<file path="config.mk">
export PLATFORM = sky130hd
export DESIGN_NAME = ordered_value_list
export DESIGN_NICKNAME = d
export VERILOG_FILES = /design/src/hw/rtl/ovl_pkg.sv /design/src/hw/rtl/ordered_value_list.sv /design/src/hw/rtl/ovl_cell.sv
export SDC_FILE = /design/constraint.sdc
export NUM_CORES = 1
export LEC_CHECK = 0
export BUFFER_PORTS_ARGS = -buffer_cell sky130_fd_sc_hd__buf_2
export CORE_ASPECT_RATIO = 1.1
export CORE_UTILIZATION = 60
export CTS_CLUSTER_DIAMETER = 60
export CTS_CLUSTER_SIZE = 16
export DETAILED_ROUTE_END_ITERATION = 8
export HOLD_SLACK_MARGIN = 0.08
export PLACE_DENSITY_LB_ADDON = 0.15
export SYNTH_ARGS = -nofsm -noshare
export SYNTH_HDL_FRONTEND = slang
export SYNTH_HIERARCHICAL = 1
export SYNTH_SLANG_ARGS = --single-unit
</file>
<file path="constraint.sdc">
create_clock -name clk_i -period 9.36 [get_ports clk_i]
set_input_delay 1.404 -clock clk_i [delete_from_list [all_inputs] [get_ports clk_i]]
set_output_delay 1.404 -clock clk_i [all_outputs]
set_load 0.02 [all_outputs]
</file>
<file path="src/hw/rtl/ovl_pkg.sv">
// Shared types and constants for the ordered value list.
// Holds the request and status codes, the state encoding and the control
// struct sent to each storage cell. No dependencies.
`timescale 1ns / 1ps

package ovl_pkg;

  // Fixed field widths of the request and result items.
  localparam int unsigned ValueW  = 32;
  localparam int unsigned ReqW    = 2;
  localparam int unsigned StatusW = 3;
  localparam int unsigned PosW    = 5;
  localparam int unsigned CountW  = 5;

  // Default number of list entries.
  localparam int unsigned ListDepth = 16;

  // Request codes. The unused code is handled as a search.
  typedef enum logic [ReqW-1:0] {
    REQ_APPEND = 2'd0,
    REQ_DELETE = 2'd1,
    REQ_SEARCH = 2'd2
  } req_e;

  // Result status codes.
  typedef enum logic [StatusW-1:0] {
    STS_APPENDED  = 3'd0,
    STS_DELETED   = 3'd1,
    STS_FOUND     = 3'd2,
    STS_NOT_FOUND = 3'd3,
    STS_EMPTY     = 3'd4,
    STS_FULL      = 3'd5
  } status_e;

  // Controller states.
  typedef enum logic {
    ST_IDLE = 1'b0,
    ST_EXEC = 1'b1
  } state_e;

  // Control broadcast to every cell of the chain.
  typedef struct packed {
    logic              append_go;
    logic              delete_go;
    logic [ValueW-1:0] key;
  } cell_ctrl_t;

endpackage

</file>
<file path="src/hw/rtl/ordered_value_list.sv">
// Top level of the ordered value list: a chain of storage cells and the
// request controller with its result register. Depends on ovl_pkg, ovl_cell.
// ---------------------------------------------------------------------------
//  Channel   Handshake                 Payload
//  request   in_valid_i / in_ready_o   req_type_i, item_value_i
//  result    out_valid_o / out_ready_i status_o, position_o, entry_count_o
//
// An item is captured into the request registers; in the execute state all cells
// compare against the key in parallel and a delete shifts the cells from the
// match on by one place. One item is in work at a time; the result register is
// loaded in the execute state and the next item is taken once it is free or drained.
// A stalled result holds its value and blocks new items until it is taken.
// Reset clears the fill count and the control state; entries are not reset.
// ---------------------------------------------------------------------------
`timescale 1ns / 1ps

module ordered_value_list #(
  parameter int unsigned LIST_DEPTH = ovl_pkg::ListDepth
) (
  input  logic                          clk_i,
  input  logic                          rst_ni,
  input  logic                          in_valid_i,
  output logic                          in_ready_o,
  input  logic [ovl_pkg::ReqW-1:0]      req_type_i,
  input  logic signed [ovl_pkg::ValueW-1:0] item_value_i,
  output logic                          out_valid_o,
  input  logic                          out_ready_i,
  output logic [ovl_pkg::StatusW-1:0]   status_o,
  output logic [ovl_pkg::PosW-1:0]      position_o,
  output logic [ovl_pkg::CountW-1:0]    entry_count_o
);

  localparam int unsigned CntW = $clog2(LIST_DEPTH + 1);
  localparam logic [CntW-1:0] DepthC = CntW'(LIST_DEPTH);

  ovl_pkg::state_e            state_q, state_d;
  logic [ovl_pkg::ReqW-1:0]   req_q;
  logic [ovl_pkg::ValueW-1:0] key_q;
  logic [CntW-1:0]            count_q, count_d;
  logic                       out_valid_q, out_valid_d;
  ovl_pkg::status_e           status_q, status_d;
  logic [CntW-1:0]            pos_q, pos_d;

  ovl_pkg::cell_ctrl_t        ctrl;
  logic [ovl_pkg::ValueW-1:0] cell_value [LIST_DEPTH];
  logic [LIST_DEPTH:0]        match_chain;
  logic [LIST_DEPTH-1:0]      first_hit;
  logic                       found;
  logic [CntW-1:0]            hit_pos;
  logic                       in_accept;

  assign in_accept = in_valid_i && in_ready_o;
  assign in_ready_o = (state_q == ovl_pkg::ST_IDLE) && (!out_valid_q || out_ready_i);

  // Chain of cells, oldest entry in cell 0.
  assign match_chain[0] = 1'b0;
  for (genvar i = 0; i < LIST_DEPTH; i++) begin : g_cell
    localparam logic [CntW-1:0] IdxC = CntW'(i);
    logic [ovl_pkg::ValueW-1:0] next_value;

    if (i == LIST_DEPTH - 1) begin : g_last
      assign next_value = cell_value[i];
    end else begin : g_mid
      assign next_value = cell_value[i+1];
    end

    ovl_cell u_cell (
      .clk_i          (clk_i),
      .ctrl_i         (ctrl),
      .occupied_i     (IdxC < count_q),
      .tail_i         (IdxC == count_q),
      .match_before_i (match_chain[i]),
      .next_value_i   (next_value),
      .value_o        (cell_value[i]),
      .match_before_o (match_chain[i+1]),
      .first_hit_o    (first_hit[i])
    );
  end

  assign found = match_chain[LIST_DEPTH];

  // Encode the one-hot first match into a 1-based position.
  always_comb begin
    hit_pos = '0;
    for (int i = 0; i < LIST_DEPTH; i++) begin
      if (first_hit[i]) begin
        hit_pos = hit_pos | CntW'(i + 1);
      end
    end
  end

  // Capture the request when it is accepted.
  always_ff @(posedge clk_i) begin
    if (in_accept) begin
      req_q <= req_type_i;
      key_q <= item_value_i;
    end
  end

  always_ff @(posedge clk_i or negedge rst_ni) begin
    if (!rst_ni) begin
      state_q     <= ovl_pkg::ST_IDLE;
      count_q     <= '0;
      out_valid_q <= 1'b0;
    end else begin
      state_q     <= state_d;
      count_q     <= count_d;
      out_valid_q <= out_valid_d;
    end
  end

  always_ff @(posedge clk_i) begin
    if (state_q == ovl_pkg::ST_EXEC) begin
      status_q <= status_d;
      pos_q    <= pos_d;
    end
  end

  // Next state, cell control and result.
  always_comb begin
    state_d        = state_q;
    count_d        = count_q;
    out_valid_d    = out_valid_q && !out_ready_i;
    status_d       = ovl_pkg::STS_NOT_FOUND;
    pos_d          = '0;
    ctrl.append_go = 1'b0;
    ctrl.delete_go = 1'b0;
    ctrl.key       = key_q;
    unique case (state_q)
      ovl_pkg::ST_IDLE: begin
        if (in_accept) begin
          state_d = ovl_pkg::ST_EXEC;
        end
      end
      ovl_pkg::ST_EXEC: begin
        state_d     = ovl_pkg::ST_IDLE;
        out_valid_d = 1'b1;
        unique case (req_q)
          ovl_pkg::REQ_APPEND: begin
            if (count_q == DepthC) begin
              status_d = ovl_pkg::STS_FULL;
            end else begin
              status_d       = ovl_pkg::STS_APPENDED;
              ctrl.append_go = 1'b1;
              count_d        = count_q + CntW'(1);
            end
          end
          ovl_pkg::REQ_DELETE: begin
            if (count_q == '0) begin
              status_d = ovl_pkg::STS_EMPTY;
            end else if (found) begin
              status_d       = ovl_pkg::STS_DELETED;
              ctrl.delete_go = 1'b1;
              count_d        = count_q - CntW'(1);
            end else begin
              status_d = ovl_pkg::STS_NOT_FOUND;
            end
          end
          default: begin
            if (found) begin
              status_d = ovl_pkg::STS_FOUND;
              pos_d    = hit_pos;
            end else begin
              status_d = ovl_pkg::STS_NOT_FOUND;
            end
          end
        endcase
      end
      default: begin
        state_d = ovl_pkg::ST_IDLE;
      end
    endcase
  end

  // The count register already holds the count after the request.
  assign out_valid_o   = out_valid_q;
  assign status_o      = status_q;
  assign position_o    = ovl_pkg::PosW'(pos_q);
  assign entry_count_o = ovl_pkg::CountW'(count_q);

endmodule

</file>
<file path="src/hw/rtl/ovl_cell.sv">
// One storage cell of the ordered value list chain.
// Holds one entry, compares it with the broadcast key and takes its younger
// neighbor's entry when a delete closes the gap. Depends on ovl_pkg.
`timescale 1ns / 1ps

module ovl_cell (
  input  logic                        clk_i,
  input  ovl_pkg::cell_ctrl_t         ctrl_i,
  input  logic                        occupied_i,
  input  logic                        tail_i,
  input  logic                        match_before_i,
  input  logic [ovl_pkg::ValueW-1:0]  next_value_i,
  output logic [ovl_pkg::ValueW-1:0]  value_o,
  output logic                        match_before_o,
  output logic                        first_hit_o
);

  logic [ovl_pkg::ValueW-1:0] value_q, value_d;
  logic                       hit;

  // A match counts only on an entry that holds a written value.
  assign hit            = occupied_i && (value_q == ctrl_i.key);
  assign first_hit_o    = hit && !match_before_i;
  assign match_before_o = match_before_i || hit;

  // Append writes the tail cell; a delete shifts every cell from the match on.
  always_comb begin
    value_d = value_q;
    if (ctrl_i.append_go && tail_i) begin
      value_d = ctrl_i.key;
    end else if (ctrl_i.delete_go && match_before_o) begin
      value_d = next_value_i;
    end
  end

  always_ff @(posedge clk_i) begin
    value_q <= value_d;
  end

  assign value_o = value_q;

endmodule

</file>
# Word level (Yosys, flattened, before mapping)
# Cells that the tools add are included.
dict set report op_classes {
  bitwise 2
  n_eq_ne 36
  n_mux 64
  n_lt_le_gt_ge 16
  n_reduce_logical 118
  addsub 2
}
# operator count
set ops {}
lappend ops {{32-bit two-way mux} 30}
lappend ops {{32-bit == test} 16}
lappend ops {{1-bit logical AND} 65}
lappend ops {{4-bit by 5-bit == test with 1-bit output, first input constant} 8}
lappend ops {{4-bit by 5-bit less-than comparator with 1-bit output, first input constant} 8}
lappend ops {{4-bit two-way mux} 8}
lappend ops {{2-bit nonzero test} 16}
lappend ops {{3-bit by 5-bit == test with 1-bit output, first input constant} 4}
lappend ops {{3-bit by 5-bit less-than comparator with 1-bit output, first input constant} 4}
lappend ops {{5-bit two-way mux} 4}
lappend ops {{3-bit two-way mux} 6}
lappend ops {{1-bit logical NOT} 17}
lappend ops {{1-bit logical OR} 16}
lappend ops {{2-bit by 5-bit == test with 1-bit output, first input constant} 2}
lappend ops {{1-bit by 5-bit less-than comparator with 1-bit output, first input constant} 2}
lappend ops {{2-bit by 5-bit less-than comparator with 1-bit output, first input constant} 2}
lappend ops {{5-bit one-hot mux with 2 select lines} 1}
lappend ops {{1-bit two-way mux} 9}
lappend ops {{2-bit two-way mux} 4}
lappend ops {{2-bit inequality test, second input constant} 3}
lappend ops {{3-bit one-hot mux with 2 select lines} 1}
lappend ops {{5-bit by 1-bit adder with 5-bit output, second input constant} 1}
lappend ops {{1-bit by 5-bit == test with 1-bit output, first input constant} 1}
lappend ops {{5-bit == test, second input constant} 1}
lappend ops {{8 further kinds} 9}
dict set report word_totals {
  word_cells 261
  input_bits 38
  reg_bits 561
  output_inout_bits 15
}

# Longest topological paths before layout
# Gate-level depths: netlist (run 1).
dict set report depth {
  ltp_word 24
  ltp_mapped 26
  mapped_depth_nobuf 25
}

# By module
# Netlist (run 1), hierarchy kept.
# module instances area_per_inst_um2 seq_area_each_um2 cells_per_inst
set modules_own_cells {}
lappend modules_own_cells {ovl_cell 16 1737.9 960.9 125}
lappend modules_own_cells {ordered_value_list 1 2138.3 1436.4 164}

# Worst setup path after synthesis (run 1)
# OpenSTA, ideal clock, no wires.
dict set report synth_path {
  path_kind {register -> register}
  from {register key_q[19] (netlist bit)}
  to {register g_cell[0].u_cell.value_q, in the netlist g_cell[0].u_cell/value_o[0], enable pin}
  path_stages_with_launch 25
  required_time_ns 8.962
  n_path_buf 0
  t_arrival_ns 6.633
  setup_ns 0.398
  synth_period_minus_slack_ns 7.031
  setup_slack_ns 2.329
  path_cell_list {edfxtp_1 xnor2_1 nand4_1 nor4_1 nand4_1 nand2b_1 nand2b_1 nand2b_1 nand2b_1 nand2b_1 nand2b_1 nand2b_1 nand2b_1 nand2b_1 nand2b_1 nand2b_1 nand2b_1 nand2b_1 nand2b_1 nand2b_1 nand2b_1 nand2_1 nor3_1 inv_1 o211ai_2}
}
# item line_no
set synth_rtl {}
lappend synth_rtl {{start, declared} ordered_value_list.sv:38} ;# logic [ovl_pkg::ValueW-1:0] key_q;
lappend synth_rtl {{start signal, assigned} ordered_value_list.sv:96} ;# key_q <= item_value_i;
lappend synth_rtl {{end signal, assigned} ovl_cell.sv:37} ;# value_q <= value_d;
lappend synth_rtl {{end, declared} ovl_cell.sv:18} ;# logic [ovl_pkg::ValueW-1:0] value_q, value_d;

==> out/metrics.sh, run 1 <==
MIN_DELAY_PATH_DEPTH=2
POSTCTSRESIZEDCELLS=0
VIAS_PER_CELL=6.07
ANTENNA_FOUND_INITIAL=3
START_UTIL_PCT=60.9
FINALCLOCKSKEW_NS=0.0245
RR_ENDPOINT='g_cell[0].u_cell/value_o[13]$_DFFE_PP_'
WORST_SETUP_HOLD_PATH_CLK_SLEW_NS=0.07
SYNTH.CELL_AREA_MM2=0.0299
ROUTEDWLPERCELL_UM=22.2
DIEHEIGHT_UM=236
TIMING.MAX_CAP.VIOLATIONS=0
CLOCK_TREE.HTREE_LEVEL_COUNT=2
YS_ASYNC_SR_FRACTION_PCT=1.25
CORE_REGION_AREA_MM2=0.0491
CTS-BUFFERS-INSERTED=44
REG2REG_DEPTH=27
SYNTH_TOP_CELL_AREA_SHARE_PCT=55.6
POST_SYNTH_MAIN_AREA_CONTRIBUTORS='edfxtp_1 56%, mux2_2 19%, xnor2_1 9.5%'
CTS.SINKS=561
SETUP_TNS_NS=0
ANT_NETS=0
UNREPAIRED_SETUP_ENDPOINTS_AFTER_GLOBAL_ROUTING='no'
WL_MM=65.5
TIMING.FINAL.CRIT_SHARE_PCT=77.9
AREA_GROWTH_SYN_TO_LAYOUT_PCT=8.85
CTS_HOLD_REPAIR.BUFFERS=0
CPPEAKSTAGEDELAY_NS=0.89
CTS-ROOT-TO-SINK-BUFFERS=3
POST-ROUTE-UTIL_PCT=66.3
SYN_INST=2164
SYNTHESIS.AREA_PER_INSTANCE_UM2=13.8
LEAKAGE_nW=11.0
CP_SLOWEST_CELL='dfrtp_1'
MIN_TO='out_valid_o$_DFF_PN0_'
YOSYS_REGISTER_BITS=561
SYNTH_MOST_COMMON_CELL='edfxtp_1'
FIN_NETS=2317
POWER.TOTAL_mW=5.41
PLACE.DETAILED.HPWL_MM=44.9
STARTPOINT_TYPE_OF_THE_WORST_SETUP_PATH='register'
YS.WARNINGS.COUNT=6
WORST_R2R_STARTPOINT='entry_count_o[4]$_DFFE_PN0P_'
NUMBER_OF_VIAS_AFTER_DETAILED_ROUTING=17900
YS_SEQ_AREA_SHARE_PCT=56.1
INITIALDRTVIOLATIONCOUNT=1389
IO_BUFFER_COUNT=52
MAX-VDD-IR-DROP_mV=0.167
DRTPASS1ITERATIONS=5
END_KIND='register'
TIMING.FINAL.CRIT_PERIOD_NS=7.29
LAYOUT_CELL_SHARE_WITH_DRIVE_STRENGTH_BEYOND_1_PCT=30.4
SYNTH.TOP_CELLS.BY_COUNT='554 x edfxtp_1, 497 x mux2_2, 324 x xnor2_1'
DRV_SLEW=0
TIMING.SLEW.HEADROOM_PCT=24.4
GR-TOTAL-OVERFLOW=0
WORSTHOLDSTART='out_valid_o$_DFF_PN0_'
TIGHTEST_SLEW_NS=1.13
FLOORPLAN.ROWS=85
TOP_LEVEL_PORTS=53
FP.DIEAREA_MM2=0.0508
PLACE_CONGESTION=0.918
DIE_W_UM=215
CTSROOTBUFFERMASTER='clkbuf_16'
REQUIRED_NS=9.62
CP_DATA_ARRIVAL_TIME_NS=7.55
SETUP.REG_TO_REG.WORST_SLACK_NS=2.07
LIBRARY_CELL_APPEARING_MOST_OFTEN_ON_THE_CRITICAL_PATH='nand2b_1'
CRITICAL_PATH_CLASS='reg2reg'
POST-CTS-SETUP-BUFFER-COUNT=0
GRT_UTIL_ALL_LAYERS_PCT=25.9
WORSTPATHMAXFANOUT=32
REPORT.FINAL.HOLD_VIOL_COUNT=0
POST-ROUTE-DRC-COUNT=0
GRT_PASS1_WL_MM=103
YOSYS_MOST_USED_DFF='edfxtp_1'
FINAL-INSTANCE-COUNT-EXCL-FILL=2953
SYNTH_EDF_COUNT=554
CLK_LATENCY_NS=0.60
NETLIST-CELL-TYPE-COUNT=44
PLACED_CELLS_INCL_TAPS=2881
TRITONCTS='yes'
SETUP-VIOLATIONS-FINAL=0
SYNTH_TOP_CELL_BY_AREA='edfxtp_1'
POWER_DENSITY_mW_PER_MM2=166
GRT_PASS1_VIAS=18000
TIMING.HOLD.WORST.CLASS='reg2reg'
FMAX_MHz=137
RUN_STATUS='finished, final reports clean'
GRT_MAX_DEGREE=49
==> placed cells by master, fill, tap and decap left out, types with 41 or more instances in the layout <==
master / netlist / layout
inv_1: 135 / 135
buf_2: 49 / 52
a21oi_1: 41 / 41
xor2_1: 80 / 80
clkbuf_16: 0 / 45
edfxtp_1: 554 / 554
xnor2_1: 324 / 324
nand2_1: 67 / 67
buf_4: 1 / 68
nand2b_1: 50 / 50
mux2_2: 497 / 497
nand4_1: 96 / 96
==> worst max-delay path by stage <==
stage | from | end | slack [ns] | cells after the start
2_1_floorplan | key_q[19]$_DFFE_PP_ | g_cell[0].u_cell/value_o[0]$_DFFE_PP_ | 2.33 | 24
3_3_place_gp | entry_count_o[4]$_DFFE_PN0P_ | g_cell[0].u_cell/value_o[15]$_DFFE_PP_ | 2.31 | 27
3_5_place_dp | entry_count_o[4]$_DFFE_PN0P_ | g_cell[0].u_cell/value_o[12]$_DFFE_PP_ | 2.28 | 27
4_1_cts | entry_count_o[4]$_DFFE_PN0P_ | g_cell[0].u_cell/value_o[13]$_DFFE_PP_ | 2.21 | 27
5_1_grt | entry_count_o[4]$_DFFE_PN0P_ | g_cell[0].u_cell/value_o[14]$_DFFE_PP_ | 1.52 | 27
6_report | entry_count_o[4]$_DFFE_PN0P_ | g_cell[0].u_cell/value_o[13]$_DFFE_PP_ | 2.07 | 27
==> cell families (layout without fill, tap and decap cells) <==
group                      after synthesis  in the layout  share of synthesized area, %
and+or+nand+nor                        339            339                          6.41
muxes                                  498            498                          18.7
adders and majority gates                4              4                         0.167
other                                    1              4                        0.0125
buffers and inverters                  192            326                          2.65
DFF                                    561            561                          56.1
AOI/OAI and AO/OA                      164            164                          4.02
xor gates and xnor gates               405            405                          11.9
==> stage by stage <==
stage	worst slack, ns	cell area, µm²	hold WS, ns
floorplan	2.33	30000	0.546
detailed placement	2.28	31300	0.533
global placement	2.31	31300	0.495
finish	2.07	32600	0.556
CTS	2.21	32600	0.552
global route	1.52	32600	0.595
==> flip-flops by register name, summed over array words and instances (netlist names) <==
signal	cells
req_q	2
entry_count_o	5
status_o	3
out_valid_o	1
key_q	32
position_o	5
g_cell.u_cell/value_o	512
state_q	1
==> metal layers <==
layer	vias up	track usage [%]	share of wire [%]
li1	8359	-	-
met3	111	3.21	5.1
met5	-	0	0
met2	544	43.0	48
met4	0	8.98	3.2
met1	8905	35.2	43
==> area by class of cell <==
| class | count | area, µm² |
|---|---|---|
| sequential | 561 | 16800 |
| fill | 3601 | 16500 |
| multi-input combinational | 1413 | 12400 |
| clock buffer | 57 | 1180 |
| tap | 652 | 816 |
| timing repair buffer | 120 | 771 |
| inverter | 135 | 507 |
| clock inverter | 14 | 146 |
| antenna | 1 | 2.50 |
==> worst max-delay path: cells and delay by family, from the launching register on <==
| family | cells | cell delay, ns |
|---|---|---|
| flip-flops | 1 | 0.89 |
| AO/OA/AOI/OAI | 2 | 0.84 |
| buffers and inverters | 3 | 0.89 |
| AND/OR/NAND/NOR | 22 | 4.30 |
==> where the power goes <==
part | internal (mW) | switching, mW
Clock | 0.950 | 0.882
Sequential | 2.84 | 0.0978
Combinational | 0.260 | 0.385
Total | 4.05 | 1.37
No activity file was read; power rests on OpenSTA's default activity.
==> run 2, diff against run 1 <==
- CORE_UTILIZATION: 60 -> 58
- clock period: 9.36 -> 6.3 ns (I/O delays scaled with it)
==> out/metrics.sh, run 2 (synthesis results as in run 1) <==
FMAX_MHz=170
END_KIND='register'
LARGEST_REGISTER_FF_COUNT=512
CTS-ROOT-TO-SINK-BUFFERS=3
LAYOUT_CELL_SHARE_WITH_DRIVE_STRENGTH_BEYOND_1_PCT=31.7
WORST_SETUP_HOLD_PATH_CLK_SLEW_NS=0.07
ANT_NETS=0
CTS.SINKS=561
SETUP-VIOLATIONS-FINAL=0
PLACE_CONGESTION=0.896
TIMING.HOLD.WORST.CLASS='in2async'
CRITICAL_PATH_CLASS='reg2reg'
POST-ROUTE-DRC-COUNT=0
FIN_NETS=2357
TIMING.SLEW.HEADROOM_PCT=38.2
POWER.SWITCHING_FRACTION_PCT=25.4
FINAL.SETUP.WORST_SLACK_NS=0.401
MULTIINPUTGATEAREA_MM2=0.0124
NUMBER_OF_VIAS_AFTER_DETAILED_ROUTING=17900
GRT_UTIL_ALL_LAYERS_PCT=26.4
DIE_W_UM=219
TRITONCTS='yes'
TOP_LEVEL_PORTS=53
UNREPAIRED_SETUP_ENDPOINTS_AFTER_GLOBAL_ROUTING='no'
START_UTIL_PCT=59.2
AREA_GROWTH_SYN_TO_LAYOUT_PCT=10.6
LAYOUT.FILLER_CELLS=3717
ROUTEDWLPERCELL_UM=22.6
IO_BUFFER_COUNT=52
POWER.CLOCK.FRACTION_PCT=34.4
FLOORPLAN.ROWS=86
DIEHEIGHT_UM=240
REPORT.FINAL.HOLD_VIOL_COUNT=0
PLACEMENT.SETUP.WORST_SLACK_NS=0.450
LAYOUT.CELLS.MOST_COMMON_LIST='554 x edfxtp_1, 497 x mux2_2, 324 x xnor2_1'
FINALCLOCKSKEW_NS=0.0175
WORSTPATHMAXFANOUT=32
CTSROOTBUFFERMASTER='clkbuf_16'
ANTENNA_FOUND_INITIAL=16
GRT_PASS1_VIAS=18400
LAYOUT.CELLS.MOST_COMMON='edfxtp_1'
CTS_HOLD_REPAIR.BUFFERS=0
POWER_REPORT.INTERNAL_TOTAL_mW=6.12
LEAKAGE_nW=11.3
REQUIRED_NS=6.60
POWER.TOTAL_mW=8.21
INITIALDRTVIOLATIONCOUNT=1277
TIGHTEST_SLEW_NS=0.919
LOGIC_GATE_SHARE_OF_TOTAL_POWER_PCT=13.1
DRV_SLEW=0
SETUP_TNS_NS=0
NETSWITCHINGPOWER_mW=2.09
PLACE.DETAILED.HPWL_MM=49.7
POWER_DENSITY_mW_PER_MM2=248
TIMING.MAX_CAP.VIOLATIONS=0
FF_LATCH_AREA_MM2=0.0168
RUN_STATUS='finished, final reports clean'
CP_DATA_ARRIVAL_TIME_NS=6.19
TIMING.FINAL.CRIT_PERIOD_NS=5.90
CLK_LATENCY_NS=0.60
GRT_PASS1_WL_MM=105
DRTPASS1ITERATIONS=8
FP.DIEAREA_MM2=0.0525
CORE_REGION_AREA_MM2=0.0506
TIMING.FINAL.CRIT_SHARE_PCT=93.6
MAX-VDD-IR-DROP_mV=0.235
CTS-BUFFERS-INSERTED=45
SEQPWRFRAC_PCT=52.5
WL_MM=67.8
STARTPOINT_TYPE_OF_THE_WORST_SETUP_PATH='register'
GRT_MAX_DEGREE=41
GR-TOTAL-OVERFLOW=0
VIAS_PER_CELL=5.97
CLOCK_TREE.HTREE_LEVEL_COUNT=2
==> run 2: changes by cell type in the layout (fill, tap and decap cells not counted), sizes merged <==
cell      delta
clkbuf       -8
clkinv       +1
bufinv       +1
diode        +2
buf         +39
clkinvlp     +1
==> run 2: layout make-up <==
cell class              instances  area share, %
flip-flops and latches        561           50.8
multi-input cells            1413           37.4
repair buffers                159           3.65
clock buffers                  49           3.57
well taps                     660           2.49
inverters                     135           1.53
clock inverters                17          0.578
diodes                          3         0.0227
==> run 2: power groups by stage <==
stage / registers [mW] / logic (mW) / clock network [mW]
2_1_floorplan: 4.48 / 0.600 / 0
3_3_place_gp: 4.39 / 1.04 / 0
3_5_place_dp: 4.40 / 1.06 / 0
4_1_cts: 4.31 / 1.07 / 2.87
5_1_grt: 4.33 / 1.16 / 2.99
6_report: 4.31 / 1.08 / 2.82
==> run 2: per-stage QoR <==
| stage | utilization, % | hold WS [ns] | instances | area [µm²] |
|---|---|---|---|---|
| after floorplan | - | 0.546 | 2166 | 30000 |
| after global placement | 62.7 | 0.512 | 2928 | 31700 |
| after detailed placement | 62.7 | 0.535 | 2928 | 31700 |
| after CTS | 65.4 | 0.164 | 2994 | 33100 |
| after global routing | 65.5 | 0.173 | 2994 | 33100 |
| final | 65.5 | 0.185 | 2997 | 33100 |
==> run 2: path summary, 6_finish.rpt <==
kind / startpoint / to / slack [ns] / depth (start not counted)
max in group asynchronous: rst_ni / out_valid_o$_DFF_PN0_ / 5.95 / 1
max reg2reg: entry_count_o[0]$_DFFE_PN0P_ / g_cell[9].u_cell/value_o[2]$_DFFE_PP_ / 0.40 / 27
min reg2reg: out_valid_o$_DFF_PN0_ / out_valid_o$_DFF_PN0_ / 0.54 / 2
max: entry_count_o[0]$_DFFE_PN0P_ / g_cell[9].u_cell/value_o[2]$_DFFE_PP_ / 0.40 / 27
min: rst_ni / entry_count_o[3]$_DFFE_PN0P_ / 0.18 / 1
min in group clk_i: item_value_i[25] / key_q[25]$_DFFE_PP_ / 0.52 / 1
==> run 2: routing by layer <==
layer	track usage, %	part of all wire [%]	vias to the layer above	wire length, µm
met1	35.1	44	8995	29500
met3	4.34	5.0	100	3390
met5	0	0.10	-	69
met2	44.7	49	376	33300
met4	6.72	2.3	10	1530
li1	-	-	8426	-
==> run 2: repair_timing <==
item | in CTS | in global routing
endpoints found under the setup margin | 0 | 243
resized for setup | 0 | 11
buffers inserted | 0 | 0
==> run 2: worst max-delay path, cell delays in order, from the launching register on <==
cell and delay [ns]:
dfrtp_1 0.51, nor2_1 0.16, nand2_1 0.17, o2111ai_1 0.16, nor4_1 0.38, nand4_1 0.28, nand2b_1 0.18, nand2b_1 0.15
nand2b_1 0.16, nand2b_1 0.20, nand2b_1 0.17, nand2b_1 0.16, nand2b_1 0.16, nand2b_1 0.18, nand2b_1 0.17, nand2b_1 0.18
nand2b_1 0.16, nand2b_1 0.18, nand2b_1 0.17, nand2b_1 0.16, nand2b_1 0.15, nand2b_1 0.23, nand2_1 0.12, nor3_4 0.18
buf_12 0.21, inv_1 0.07, o211ai_2 0.33, buf_12 0.24
